**config.mk**
```make
export PLATFORM = sky130hd
export DESIGN_NAME = signed_const_divider_core_flat
export DESIGN_NICKNAME = d
export VERILOG_FILES = /design/src/hw/rtl/sdc_pkg.sv /design/src/hw/rtl/sdc_intf.sv /design/src/hw/rtl/sdc_derive.sv /design/src/hw/rtl/sdc_pipe.sv /design/src/hw/rtl/signed_const_divider_core.sv /design/src/flat_wrapper.sv
export VERILOG_INCLUDE_DIRS = /design/src /design/src/hw/rtl
export SDC_FILE = /design/constraint.sdc
export NUM_CORES = 2
export LEC_CHECK = 0
export CAP_MARGIN = 5
export CORE_MARGIN = 2
export CORE_UTILIZATION = 55
export CTS_BUF_LIST = sky130_fd_sc_hd__clkbuf_4 sky130_fd_sc_hd__clkbuf_8 sky130_fd_sc_hd__clkbuf_16
export CTS_CLUSTER_SIZE = 12
export DETAILED_ROUTE_END_ITERATION = 7
export DONT_BUFFER_PORTS = 1
export GPL_ROUTABILITY_DRIVEN = 0
export GPL_TIMING_DRIVEN = 0
export PLACE_DENSITY = 0.74
export SETUP_SLACK_MARGIN = 0.3
export SKIP_CTS_REPAIR_TIMING = 1
export SLEW_MARGIN = 10
export SYNTH_ARGS = -nofsm -noshare
export SYNTH_HDL_FRONTEND = slang
export SYNTH_SLANG_ARGS = --single-unit
```
**constraint.sdc**
```tcl
create_clock -name clk -period 11.35 [get_ports clk]
set_input_delay 2.27 -clock clk [delete_from_list [all_inputs] [get_ports clk]]
set_output_delay 2.27 -clock clk [all_outputs]
set_load 0.01 [all_outputs]
```
**src/hw/rtl/signed_const_divider_core_assert.svh**
```systemverilog
// assertion macros shared by the divider modules
`ifndef SIGNED_CONST_DIVIDER_CORE_ASSERT_SVH
`define SIGNED_CONST_DIVIDER_CORE_ASSERT_SVH
`ifndef NO_ASSERTIONS
// same-cycle implication
`define SDC_ASSERT_NOW(lbl, clk, rstn, ante, cons) \
  lbl: assert property (@(posedge clk) disable iff (!rstn) (ante) |-> (cons)) \
    else $error("sdc check failed");
// next-cycle implication
`define SDC_ASSERT_NEXT(lbl, clk, rstn, ante, cons) \
  lbl: assert property (@(posedge clk) disable iff (!rstn) (ante) |=> (cons)) \
    else $error("sdc check failed");
// invariant on every cycle
`define SDC_ASSERT_HOLD(lbl, clk, rstn, cond) \
  lbl: assert property (@(posedge clk) disable iff (!rstn) (cond)) \
    else $error("sdc check failed");
`else
`define SDC_ASSERT_NOW(lbl, clk, rstn, ante, cons)
`define SDC_ASSERT_NEXT(lbl, clk, rstn, ante, cons)
`define SDC_ASSERT_HOLD(lbl, clk, rstn, cond)
`endif
`endif

```
**src/hw/rtl/sdc_pkg.sv**
```systemverilog
package sdc_pkg;

  // width of the fields on the ports
  localparam int DATA_W    = 32;
  // default internal datapath width
  localparam int WIDTH_DEF = 32;

  // classification of the held divisor
  typedef struct packed {
    logic zero;
    logic one;
    logic mone;
    logic pow2;
    logic neg;
  } div_kind_t;

endpackage

```
**src/hw/rtl/sdc_intf.sv**
```systemverilog
// dividend channel
interface sdc_in_if;
  import sdc_pkg::*;
  logic                     valid;
  logic                     ready;
  logic signed [DATA_W-1:0] dividend;

  modport source (output valid, output dividend, input ready);
  modport sink   (input valid, input dividend, output ready);
endinterface

// quotient channel
interface sdc_out_if;
  import sdc_pkg::*;
  logic                     valid;
  logic                     ready;
  logic signed [DATA_W-1:0] quotient;
  logic                     divisor_zero;

  modport source (output valid, output quotient, output divisor_zero, input ready);
  modport sink   (input valid, input quotient, input divisor_zero, output ready);
endinterface

```
**src/hw/rtl/sdc_derive.sv**
```systemverilog
`include "signed_const_divider_core_assert.svh"

module sdc_derive import sdc_pkg::*; #(
  parameter int WIDTH = WIDTH_DEF
) (
  input  logic                         clk,
  input  logic                         rst_n,
  input  logic                         cfg_we,
  input  logic [WIDTH-1:0]             cfg_div,
  output div_kind_t                    kind,
  output logic signed [WIDTH-1:0]      magic,
  output logic [$clog2(WIDTH+1)-1:0]   log_c,
  output logic [$clog2(WIDTH+1)-1:0]   shm1,
  output logic [WIDTH-1:0]             lmask,
  output logic                         busy
);

  localparam int LW = $clog2(WIDTH+1);
  localparam int CW = $clog2(2*WIDTH);

  typedef enum logic [1:0] {ST_IDLE, ST_PREP, ST_LOG, ST_DIV} state_t;

  state_t          state_r, state_nxt;
  div_kind_t       kind_r, kind_nxt;
  logic [WIDTH-1:0] mag_r, mag_nxt;
  logic [WIDTH-1:0] t_r, t_nxt;
  logic [LW-1:0]   l_r, l_nxt;
  logic [LW-1:0]   sh_r, sh_nxt;
  logic [WIDTH-1:0] lmask_r, lmask_nxt;
  logic [CW-1:0]   cnt_r, cnt_nxt;
  logic [WIDTH-1:0] rem_r, rem_nxt;
  logic [WIDTH-1:0] quo_r, quo_nxt;
  logic [WIDTH-1:0] magic_r, magic_nxt;

  logic [LW-1:0]   l_fin;
  logic [CW-1:0]   num_pos;
  logic            num_bit;
  logic [WIDTH:0]  trial;
  logic            q_bit;
  logic [WIDTH-1:0] quo_shift;
  logic [3:0]      kind_vec;

  // clamped log, bit position of the numerator's single one, trial subtract
  always_comb begin
    l_fin     = (l_r == '0) ? LW'(1) : l_r;
    num_pos   = CW'(WIDTH - 1) + CW'(l_r);
    num_bit   = (cnt_r == num_pos);
    trial     = {rem_r, num_bit};
    q_bit     = (trial >= {1'b0, mag_r});
    quo_shift = {quo_r[WIDTH-2:0], q_bit};
  end

  // sequencer: capture, log2 ceiling by shifting, then restoring division
  always_comb begin
    state_nxt = state_r;
    kind_nxt  = kind_r;
    mag_nxt   = mag_r;
    t_nxt     = t_r;
    l_nxt     = l_r;
    sh_nxt    = sh_r;
    lmask_nxt = lmask_r;
    cnt_nxt   = cnt_r;
    rem_nxt   = rem_r;
    quo_nxt   = quo_r;
    magic_nxt = magic_r;
    case (state_r)
      ST_IDLE: begin
        if (cfg_we) begin
          kind_nxt.zero = (cfg_div == '0);
          kind_nxt.one  = (cfg_div == WIDTH'(1));
          kind_nxt.mone = &cfg_div;
          kind_nxt.pow2 = 1'b0;
          kind_nxt.neg  = cfg_div[WIDTH-1];
          mag_nxt       = cfg_div[WIDTH-1] ? (~cfg_div + WIDTH'(1)) : cfg_div;
          state_nxt     = (cfg_div == '0) ? ST_IDLE : ST_PREP;
        end
      end
      ST_PREP: begin
        t_nxt         = mag_r - WIDTH'(1);
        l_nxt         = '0;
        kind_nxt.pow2 = ((mag_r & (mag_r - WIDTH'(1))) == '0) && (mag_r != WIDTH'(1));
        state_nxt     = ST_LOG;
      end
      ST_LOG: begin
        if (t_r != '0) begin
          l_nxt = l_r + LW'(1);
          t_nxt = t_r >> 1;
        end else begin
          l_nxt     = l_fin;
          sh_nxt    = l_fin - LW'(1);
          lmask_nxt = ~({WIDTH{1'b1}} << l_fin);
          cnt_nxt   = CW'(2*WIDTH - 1);
          rem_nxt   = '0;
          quo_nxt   = '0;
          state_nxt = ST_DIV;
        end
      end
      ST_DIV: begin
        rem_nxt = q_bit ? WIDTH'(trial - {1'b0, mag_r}) : trial[WIDTH-1:0];
        quo_nxt = quo_shift;
        if (cnt_r == '0) begin
          magic_nxt = quo_shift + WIDTH'(1);
          state_nxt = ST_IDLE;
        end else begin
          cnt_nxt = cnt_r - CW'(1);
        end
      end
      default: state_nxt = ST_IDLE;
    endcase
  end

  // state and derived values; reset holds the values for divisor one
  always_ff @(posedge clk) begin
    if (!rst_n) begin
      state_r <= ST_IDLE;
      kind_r  <= '{zero: 1'b0, one: 1'b1, mone: 1'b0, pow2: 1'b0, neg: 1'b0};
      mag_r   <= WIDTH'(1);
      t_r     <= '0;
      l_r     <= LW'(1);
      sh_r    <= '0;
      lmask_r <= WIDTH'(1);
      cnt_r   <= '0;
      rem_r   <= '0;
      quo_r   <= '0;
      magic_r <= WIDTH'(1);
    end else begin
      state_r <= state_nxt;
      kind_r  <= kind_nxt;
      mag_r   <= mag_nxt;
      t_r     <= t_nxt;
      l_r     <= l_nxt;
      sh_r    <= sh_nxt;
      lmask_r <= lmask_nxt;
      cnt_r   <= cnt_nxt;
      rem_r   <= rem_nxt;
      quo_r   <= quo_nxt;
      magic_r <= magic_nxt;
    end
  end

  assign kind     = kind_r;
  assign magic    = magic_r;
  assign log_c    = l_r;
  assign shm1     = sh_r;
  assign lmask    = lmask_r;
  assign busy     = (state_r != ST_IDLE);
  assign kind_vec = {kind_r.zero, kind_r.one, kind_r.mone, kind_r.pow2};

  // checks
  `SDC_ASSERT_NEXT(a_cfg_start, clk, rst_n, state_r == ST_IDLE && cfg_we && cfg_div != '0, busy)
  `SDC_ASSERT_NOW(a_rem_bound, clk, rst_n, state_r == ST_DIV, rem_r < mag_r)
  `SDC_ASSERT_HOLD(a_kind_excl, clk, rst_n, $onehot0(kind_vec))

endmodule

```
**src/hw/rtl/sdc_pipe.sv**
```systemverilog
`include "signed_const_divider_core_assert.svh"

module sdc_pipe import sdc_pkg::*; #(
  parameter int WIDTH = WIDTH_DEF
) (
  input  logic                        clk,
  input  logic                        rst_n,
  input  div_kind_t                   kind,
  input  logic signed [WIDTH-1:0]     magic,
  input  logic [$clog2(WIDTH+1)-1:0]  log_c,
  input  logic [$clog2(WIDTH+1)-1:0]  shm1,
  input  logic [WIDTH-1:0]            lmask,
  input  logic                        hold,
  input  logic                        in_valid,
  output logic                        in_ready,
  input  logic signed [WIDTH-1:0]     in_n,
  output logic                        out_valid,
  input  logic                        out_ready,
  output logic signed [WIDTH-1:0]     out_q,
  output logic                        out_dz
);

  localparam int LW = $clog2(WIDTH+1);

  // stage valids
  logic a_v_r, b_v_r, c_v_r, out_v_r;
  logic a_ready, b_ready, c_ready, d_ready;
  logic in_acc;

  // stage payloads
  logic signed [WIDTH-1:0]   a_n_r;
  logic signed [WIDTH-1:0]   b_n_r;
  logic signed [2*WIDTH-1:0] b_prod_r, b_prod_nxt;
  logic signed [WIDTH:0]     b_psum_r, b_psum_nxt;
  logic signed [WIDTH:0]     c_op_r, c_op_nxt;
  logic [LW-1:0]             c_amt_r, c_amt_nxt;
  logic                      c_inc_r, c_inc_nxt;
  logic signed [WIDTH-1:0]   out_q_r, out_q_nxt;
  logic                      out_dz_r, out_dz_nxt;

  logic                      gen;
  logic signed [WIDTH-1:0]   hi;
  logic signed [WIDTH:0]     gsum;
  logic signed [WIDTH:0]     shifted;
  logic [WIDTH-1:0]          sh_lo;

  // elastic handshake, each stage moves when the next one frees up
  assign d_ready  = !out_v_r || out_ready;
  assign c_ready  = !c_v_r || d_ready;
  assign b_ready  = !b_v_r || c_ready;
  assign a_ready  = !a_v_r || b_ready;
  assign in_ready = a_ready && !hold;
  assign in_acc   = in_valid && in_ready;

  assign gen = !(kind.zero || kind.one || kind.mone || kind.pow2);

  // stage b: multiply-high product and biased dividend for the shift path
  always_comb begin
    b_prod_nxt = a_n_r * magic;
    b_psum_nxt = {a_n_r[WIDTH-1], a_n_r} + (a_n_r[WIDTH-1] ? {1'b0, lmask} : '0);
  end

  // stage c: pick the shift operand, amount and rounding increment
  always_comb begin
    hi   = b_prod_r[2*WIDTH-1:WIDTH];
    gsum = {b_n_r[WIDTH-1], b_n_r} + {hi[WIDTH-1], hi};
    if (kind.pow2) begin
      c_op_nxt  = b_psum_r;
      c_amt_nxt = log_c;
    end else if (gen) begin
      c_op_nxt  = gsum;
      c_amt_nxt = shm1;
    end else begin
      c_op_nxt  = {b_n_r[WIDTH-1], b_n_r};
      c_amt_nxt = '0;
    end
    c_inc_nxt = gen && b_n_r[WIDTH-1];
  end

  // stage d: arithmetic shift, then add increment or negate in one adder
  always_comb begin
    shifted = c_op_r >>> c_amt_r;
    sh_lo   = shifted[WIDTH-1:0];
    if (kind.zero) begin
      out_q_nxt  = '0;
      out_dz_nxt = 1'b1;
    end else begin
      out_q_nxt  = kind.neg ? (~sh_lo + WIDTH'(!c_inc_r)) : (sh_lo + WIDTH'(c_inc_r));
      out_dz_nxt = 1'b0;
    end
  end

  // valid bits
  always_ff @(posedge clk) begin
    if (!rst_n) begin
      a_v_r   <= 1'b0;
      b_v_r   <= 1'b0;
      c_v_r   <= 1'b0;
      out_v_r <= 1'b0;
    end else begin
      if (a_ready) a_v_r <= in_acc;
      if (b_ready) b_v_r <= a_v_r;
      if (c_ready) c_v_r <= b_v_r;
      if (d_ready) out_v_r <= c_v_r;
    end
  end

  // payload registers
  always_ff @(posedge clk) begin
    if (in_acc) begin
      a_n_r <= in_n;
    end
    if (a_v_r && b_ready) begin
      b_n_r    <= a_n_r;
      b_prod_r <= b_prod_nxt;
      b_psum_r <= b_psum_nxt;
    end
    if (b_v_r && c_ready) begin
      c_op_r  <= c_op_nxt;
      c_amt_r <= c_amt_nxt;
      c_inc_r <= c_inc_nxt;
    end
    if (c_v_r && d_ready) begin
      out_q_r  <= out_q_nxt;
      out_dz_r <= out_dz_nxt;
    end
  end

  assign out_valid = out_v_r;
  assign out_q     = out_q_r;
  assign out_dz    = out_dz_r;

  // checks
  `SDC_ASSERT_NEXT(a_enter, clk, rst_n, in_acc, a_v_r)
  `SDC_ASSERT_NEXT(a_c_hold, clk, rst_n, c_v_r && !d_ready, c_v_r && $stable(c_op_r))
  `SDC_ASSERT_NOW(a_out_src, clk, rst_n, $rose(out_v_r), $past(c_v_r))

endmodule

```
**src/hw/rtl/signed_const_divider_core.sv**
```systemverilog
// channel   dir  payload                      handshake
// in_if     in   dividend[31:0] signed         valid/ready
// out_if    out  quotient[31:0], divisor_zero  valid/ready
// cfg_*     in   cfg_wdata[31:0] divisor       cfg_we, no wait
//
// one dividend word per cycle unless stalled by out_if backpressure or by a
// divisor write; four register stages (input, multiply, correction add,
// shift/negate); a divisor write holds in_if.ready low while the log ceiling
// and magic multiplier are formed one bit per cycle
// reset gives divisor one; backpressure stalls full stages, bubbles still fill
module signed_const_divider_core import sdc_pkg::*; #(
  parameter int WIDTH = WIDTH_DEF
) (
  input  logic              clk,
  input  logic              rst_n,
  sdc_in_if.sink            in_if,
  sdc_out_if.source         out_if,
  input  logic              cfg_we,
  input  logic [DATA_W-1:0] cfg_wdata
);

  localparam int LW = $clog2(WIDTH+1);

  div_kind_t               kind;
  logic signed [WIDTH-1:0] magic;
  logic [LW-1:0]           log_c;
  logic [LW-1:0]           shm1;
  logic [WIDTH-1:0]        lmask;
  logic                    busy;
  logic signed [WIDTH-1:0] q;

  // divisor classification and magic multiplier
  sdc_derive #(.WIDTH(WIDTH)) u_derive (
    .clk     (clk),
    .rst_n   (rst_n),
    .cfg_we  (cfg_we),
    .cfg_div (cfg_wdata[WIDTH-1:0]),
    .kind    (kind),
    .magic   (magic),
    .log_c   (log_c),
    .shm1    (shm1),
    .lmask   (lmask),
    .busy    (busy)
  );

  // per-word quotient pipeline
  sdc_pipe #(.WIDTH(WIDTH)) u_pipe (
    .clk       (clk),
    .rst_n     (rst_n),
    .kind      (kind),
    .magic     (magic),
    .log_c     (log_c),
    .shm1      (shm1),
    .lmask     (lmask),
    .hold      (busy || cfg_we),
    .in_valid  (in_if.valid),
    .in_ready  (in_if.ready),
    .in_n      (in_if.dividend[WIDTH-1:0]),
    .out_valid (out_if.valid),
    .out_ready (out_if.ready),
    .out_q     (q),
    .out_dz    (out_if.divisor_zero)
  );

  // sign-extend the quotient to the port width
  assign out_if.quotient = DATA_W'(q);

endmodule

```
**src/flat_wrapper.sv**
```systemverilog
// flat-port wrapper written by rule: the top's interface ports become plain ports
module signed_const_divider_core_flat import sdc_pkg::*;
#(
  parameter int WIDTH = WIDTH_DEF
)
  (clk, rst_n, cfg_we, cfg_wdata, in_if_valid, in_if_dividend, in_if_ready, out_if_valid, out_if_quotient, out_if_divisor_zero, out_if_ready);
  sdc_in_if in_if_i ();
  sdc_out_if out_if_i ();
  input  logic clk;
  input  logic rst_n;
  input  logic cfg_we;
  input  logic [DATA_W-1:0] cfg_wdata;
  input wire logic [$bits(in_if_i.valid)-1:0] in_if_valid;
  input wire logic [$bits(in_if_i.dividend)-1:0] in_if_dividend;
  output wire logic [$bits(in_if_i.ready)-1:0] in_if_ready;
  output wire logic [$bits(out_if_i.valid)-1:0] out_if_valid;
  output wire logic [$bits(out_if_i.quotient)-1:0] out_if_quotient;
  output wire logic [$bits(out_if_i.divisor_zero)-1:0] out_if_divisor_zero;
  input wire logic [$bits(out_if_i.ready)-1:0] out_if_ready;
  assign in_if_i.valid = in_if_valid;
  assign in_if_i.dividend = in_if_dividend;
  assign in_if_ready = in_if_i.ready;
  assign out_if_valid = out_if_i.valid;
  assign out_if_quotient = out_if_i.quotient;
  assign out_if_divisor_zero = out_if_i.divisor_zero;
  assign out_if_i.ready = out_if_ready;
  signed_const_divider_core #(.WIDTH(WIDTH)) u_core (.clk(clk), .rst_n(rst_n), .in_if(in_if_i), .out_if(out_if_i), .cfg_we(cfg_we), .cfg_wdata(cfg_wdata));
endmodule
```
==> run_results.csv <==
group,metric,value,unit
status,status,"finished, final reports clean",
logic_synthesis,synth_largest_area_cell,"fa_1",
job,max-cap-violations,0,
place,post-place-cells,8059,
sta,max_freq,95.8,MHz
setup_path,regToRegStartpoint,"u_core.u_derive.magic[5]",
sta,hold_viol_final,0,
detailed_routing,wl,208,mm
sta,drv_slew,0,
clock_network,clockRootBuffer,"clkbuf_16",
layout,drive_above_1_share,3.39,%
logic_synthesis,synth-edff-count,202,
logic_synthesis,synth_area,61400,sq um
grt,grt_pass1_vias,50400,
sta,slew_headroom,6.51,%
detailed_routing,drc,0,
die,die-area,114000,sq um
power,power_frac_comb,76.9,%
die,pin_count,104,
detailed_routing,via_per_inst,6.15,
grt,gr-usage-all-layers,36.5,%
die,core_area,111000,sq um
place,place_hpwl,164,mm
die,dieWidth,338,um
logic_synthesis,yosys-top-cells-count,"fa_1, inv_1, nand2_1, and2_1, nor2_1",
sta,skew,0.0651,ns
power,p_sw_share,54.3,%
setup_path,path_class,"reg -> reg",
clock_network,htree_levels,2,
clock_network,cts_made_buffers,49,
power,seqPwrFrac,14.1,%
logic_synthesis,synth_seq_area_share,17.0,%
logic_synthesis,synth-seq-cells,422,
detailed_routing,num_vias,50400,
sta,fin_crit_sh,92.0,%
die,start_util,55.5,%
sta,grt_setup_unrepaired,"false",
setup_path,crit_fanout,10,
setup_path,cp.required,11.76,ns
place,placed_area,63400,sq um
logic_synthesis,synthMostInstantiatedCell,"fa_1",
power,power.density,280,nW/um^2
logic_synthesis,async_reset_ff_share,0,%
logic_synthesis,yosysTopAreaCellShare,35.3,%
layout,utilization,58.9,%
setup_path,startpoint,"u_core.u_derive.magic[5]",
place,port_buffers,0,
setup_path,cp-start-kind,"flip-flop",
logic_synthesis,syn_area_per_cell,9.36,sq um
grt,grt_pass1_wl,311,mm
clock_network,clkTransAtPathRegs,0.06,ns
detailed_routing,drtIter0Drc,6434,
worst_hold_path,hp-start,"u_core.u_derive.lmask[28]",
layout,multi_input_area,45500,sq um
detailed_routing,drt_pass1_iterations,7,
grt,grt_max_degree,33,
logic_synthesis,synthFlopType,"dfxtp_1",
layout,syn_to_final_growth,6.18,%
sta,fin_crit,10.44,ns
power,power.internal,8.35,mW
grt,antenna_found_initial,32,
clock_network,clockBufferDepth,3,
logic_synthesis,synth_warnings,0,
worst_hold_path,min_path_type,"reg -> reg",
clock_network,clock_sinks,422,
logic_synthesis,syn_inst,6564,
detailed_routing,ant_nets,0,
die,fp-row-count,122,
logic_synthesis,synth.distinct_cells,99,
die,die_h,338,um
power,leakage,29.3,nW
grt,overflow,0,
logic_synthesis,ys_top_cells_by_area,"fa_1, edfxtp_1, dfxtp_1",
place,pre_cts_ws,0.412,ns
clock_network,cts_tree,"built",
layout,final_nets,8103,
layout,final_area,65200,sq um
layout,n_fill_cell,9399,
sta,setup_ws,0.909,ns
detailed_routing,wl_per_cell,25.4,um
logic_synthesis,synth_nets,8044,
setup_path,worstPathArrival,10.85,ns
power,power.switching,9.92,mW
power,power.share.clock,9.0,%
layout,seq_area,10500,sq um
sta,setup_viol_count_final,0,
layout,stdcell_count,8186,
sta,tightest_slew,1.40,ns
setup_path,critPathCaptureType,"flip-flop",
power,ir_drop,413,uV
clock_network,clock_latency,0.67,ns
sta,tns,0,ns
==> worst max-delay path, stage by stage, from the launching register on <==
cell	delay [ns]
dfxtp_1	0.88
clkbuf_1	0.92
nand2_1	0.39
inv_1	0.19
fa_1	0.42
inv_1	0.29
fa_1	0.47
inv_1	0.25
fa_1	0.51
fa_1	0.92
inv_1	0.43
fa_1	0.59
inv_1	0.05
fa_1	0.51
fa_1	0.68
fa_1	0.47
ha_1	0.38
nand4_1	0.14
nor3_1	0.08
a21oi_1	0.27
o211ai_1	0.22
a31o_2	0.31
a31o_2	0.26
a211o_1	0.29
a21oi_1	0.18
xnor2_1	0.09
==> cells by family after synthesis <==
| logic type | after synthesis | synth area share [%] |
|---|---|---|
| adders and majority gates | 1411 | 42.0 |
| DFF | 422 | 17.0 |
| xor gates and xnor gates | 227 | 3.24 |
| and+or+nand+nor | 2098 | 16.7 |
| buffers and inverters | 1418 | 8.89 |
| muxes | 112 | 3.00 |
| AOI/OAI and AO/OA | 876 | 9.12 |
==> path summary, 6_finish.rpt <==
path                                              endpoint  slack [ns]  depth (start not counted)
worst max register to register  u_core.u_pipe.b_prod_r[59]        0.91                         25
worst min-delay path             u_core.u_derive.lmask[28]        0.45                          2
worst max-delay path            u_core.u_pipe.b_prod_r[59]        0.91                         25
worst min register to register   u_core.u_derive.lmask[28]        0.45                          2
==> layer usage <==
metal | vias to the layer above | GRT usage [%] | share of wire, %
li1 | 21000 | - | -
met1 | 24700 | 45.0 | 35
met2 | 3592 | 53.0 | 42
met3 | 1032 | 15.2 | 15
met4 | 12 | 23.1 | 8.5
met5 | - | 0 | 0.055
==> area by class of cell <==
type,instances,share of cell area (%)
Timing Repair Buffer,8,0.203
Buffer,343,2.19
Sequential cell,422,16.1
Clock inverter,26,0.478
Multi-Input combinational cell,4724,69.8
Tap cell,1488,2.86
Antenna cell,35,0.134
Clock buffer,65,2.10
Inverter,1075,6.19
==> stage by stage <==
stage / hold WS [ns] / total power, mW
3_3_place_gp: 0.436 / 15.8
2_1_floorplan: 0.409 / 11.6
5_1_grt: 0.463 / 19.6
3_5_place_dp: 0.441 / 16.1
4_1_cts: 0.448 / 17.8
6_report: 0.447 / 18.3
==> cells in the final DEF (no fill, tap or decap), types with 110 or more instances in the layout <==
| cell type | instances |
|---|---|
| dfxtp_1 | 220 |
| ha_1 | 327 |
| inv_1 | 1073 |
| o21ai_0 | 166 |
| a21oi_1 | 292 |
| nand2_1 | 744 |
| edfxtp_1 | 202 |
| and2_1 | 547 |
| clkbuf_1 | 311 |
| xnor2_1 | 117 |
| nor2_1 | 402 |
| fa_1 | 1083 |
| xor2_1 | 110 |
==> power groups by stage <==
stage | registers, mW | clock network, mW | logic [mW]
4_1_cts | 2.53 | 1.66 | 13.6
5_1_grt | 2.57 | 1.72 | 15.4
6_report | 2.57 | 1.64 | 14.0
2_1_floorplan | 2.33 | 0 | 9.32
3_3_place_gp | 2.57 | 0 | 13.2
3_5_place_dp | 2.56 | 0 | 13.5
==> state kept, by name, indices dropped and copies added (netlist names), 31 cells and up <==
name and flops:
u_core.u_derive.quo_r 31, u_core.u_derive.t_r 32, u_core.u_pipe.b_n_r 32, u_core.u_derive.lmask 32, u_core.u_pipe.out_q 32, u_core.u_derive.rem_r 32
u_core.u_pipe.c_op_r 33, u_core.u_derive.magic 32, u_core.u_pipe.a_n_r 32, u_core.u_derive.mag_r 32, u_core.u_pipe.b_prod_r 32, u_core.u_pipe.b_psum_r 33
No activity file was read; power rests on OpenSTA's default activity.
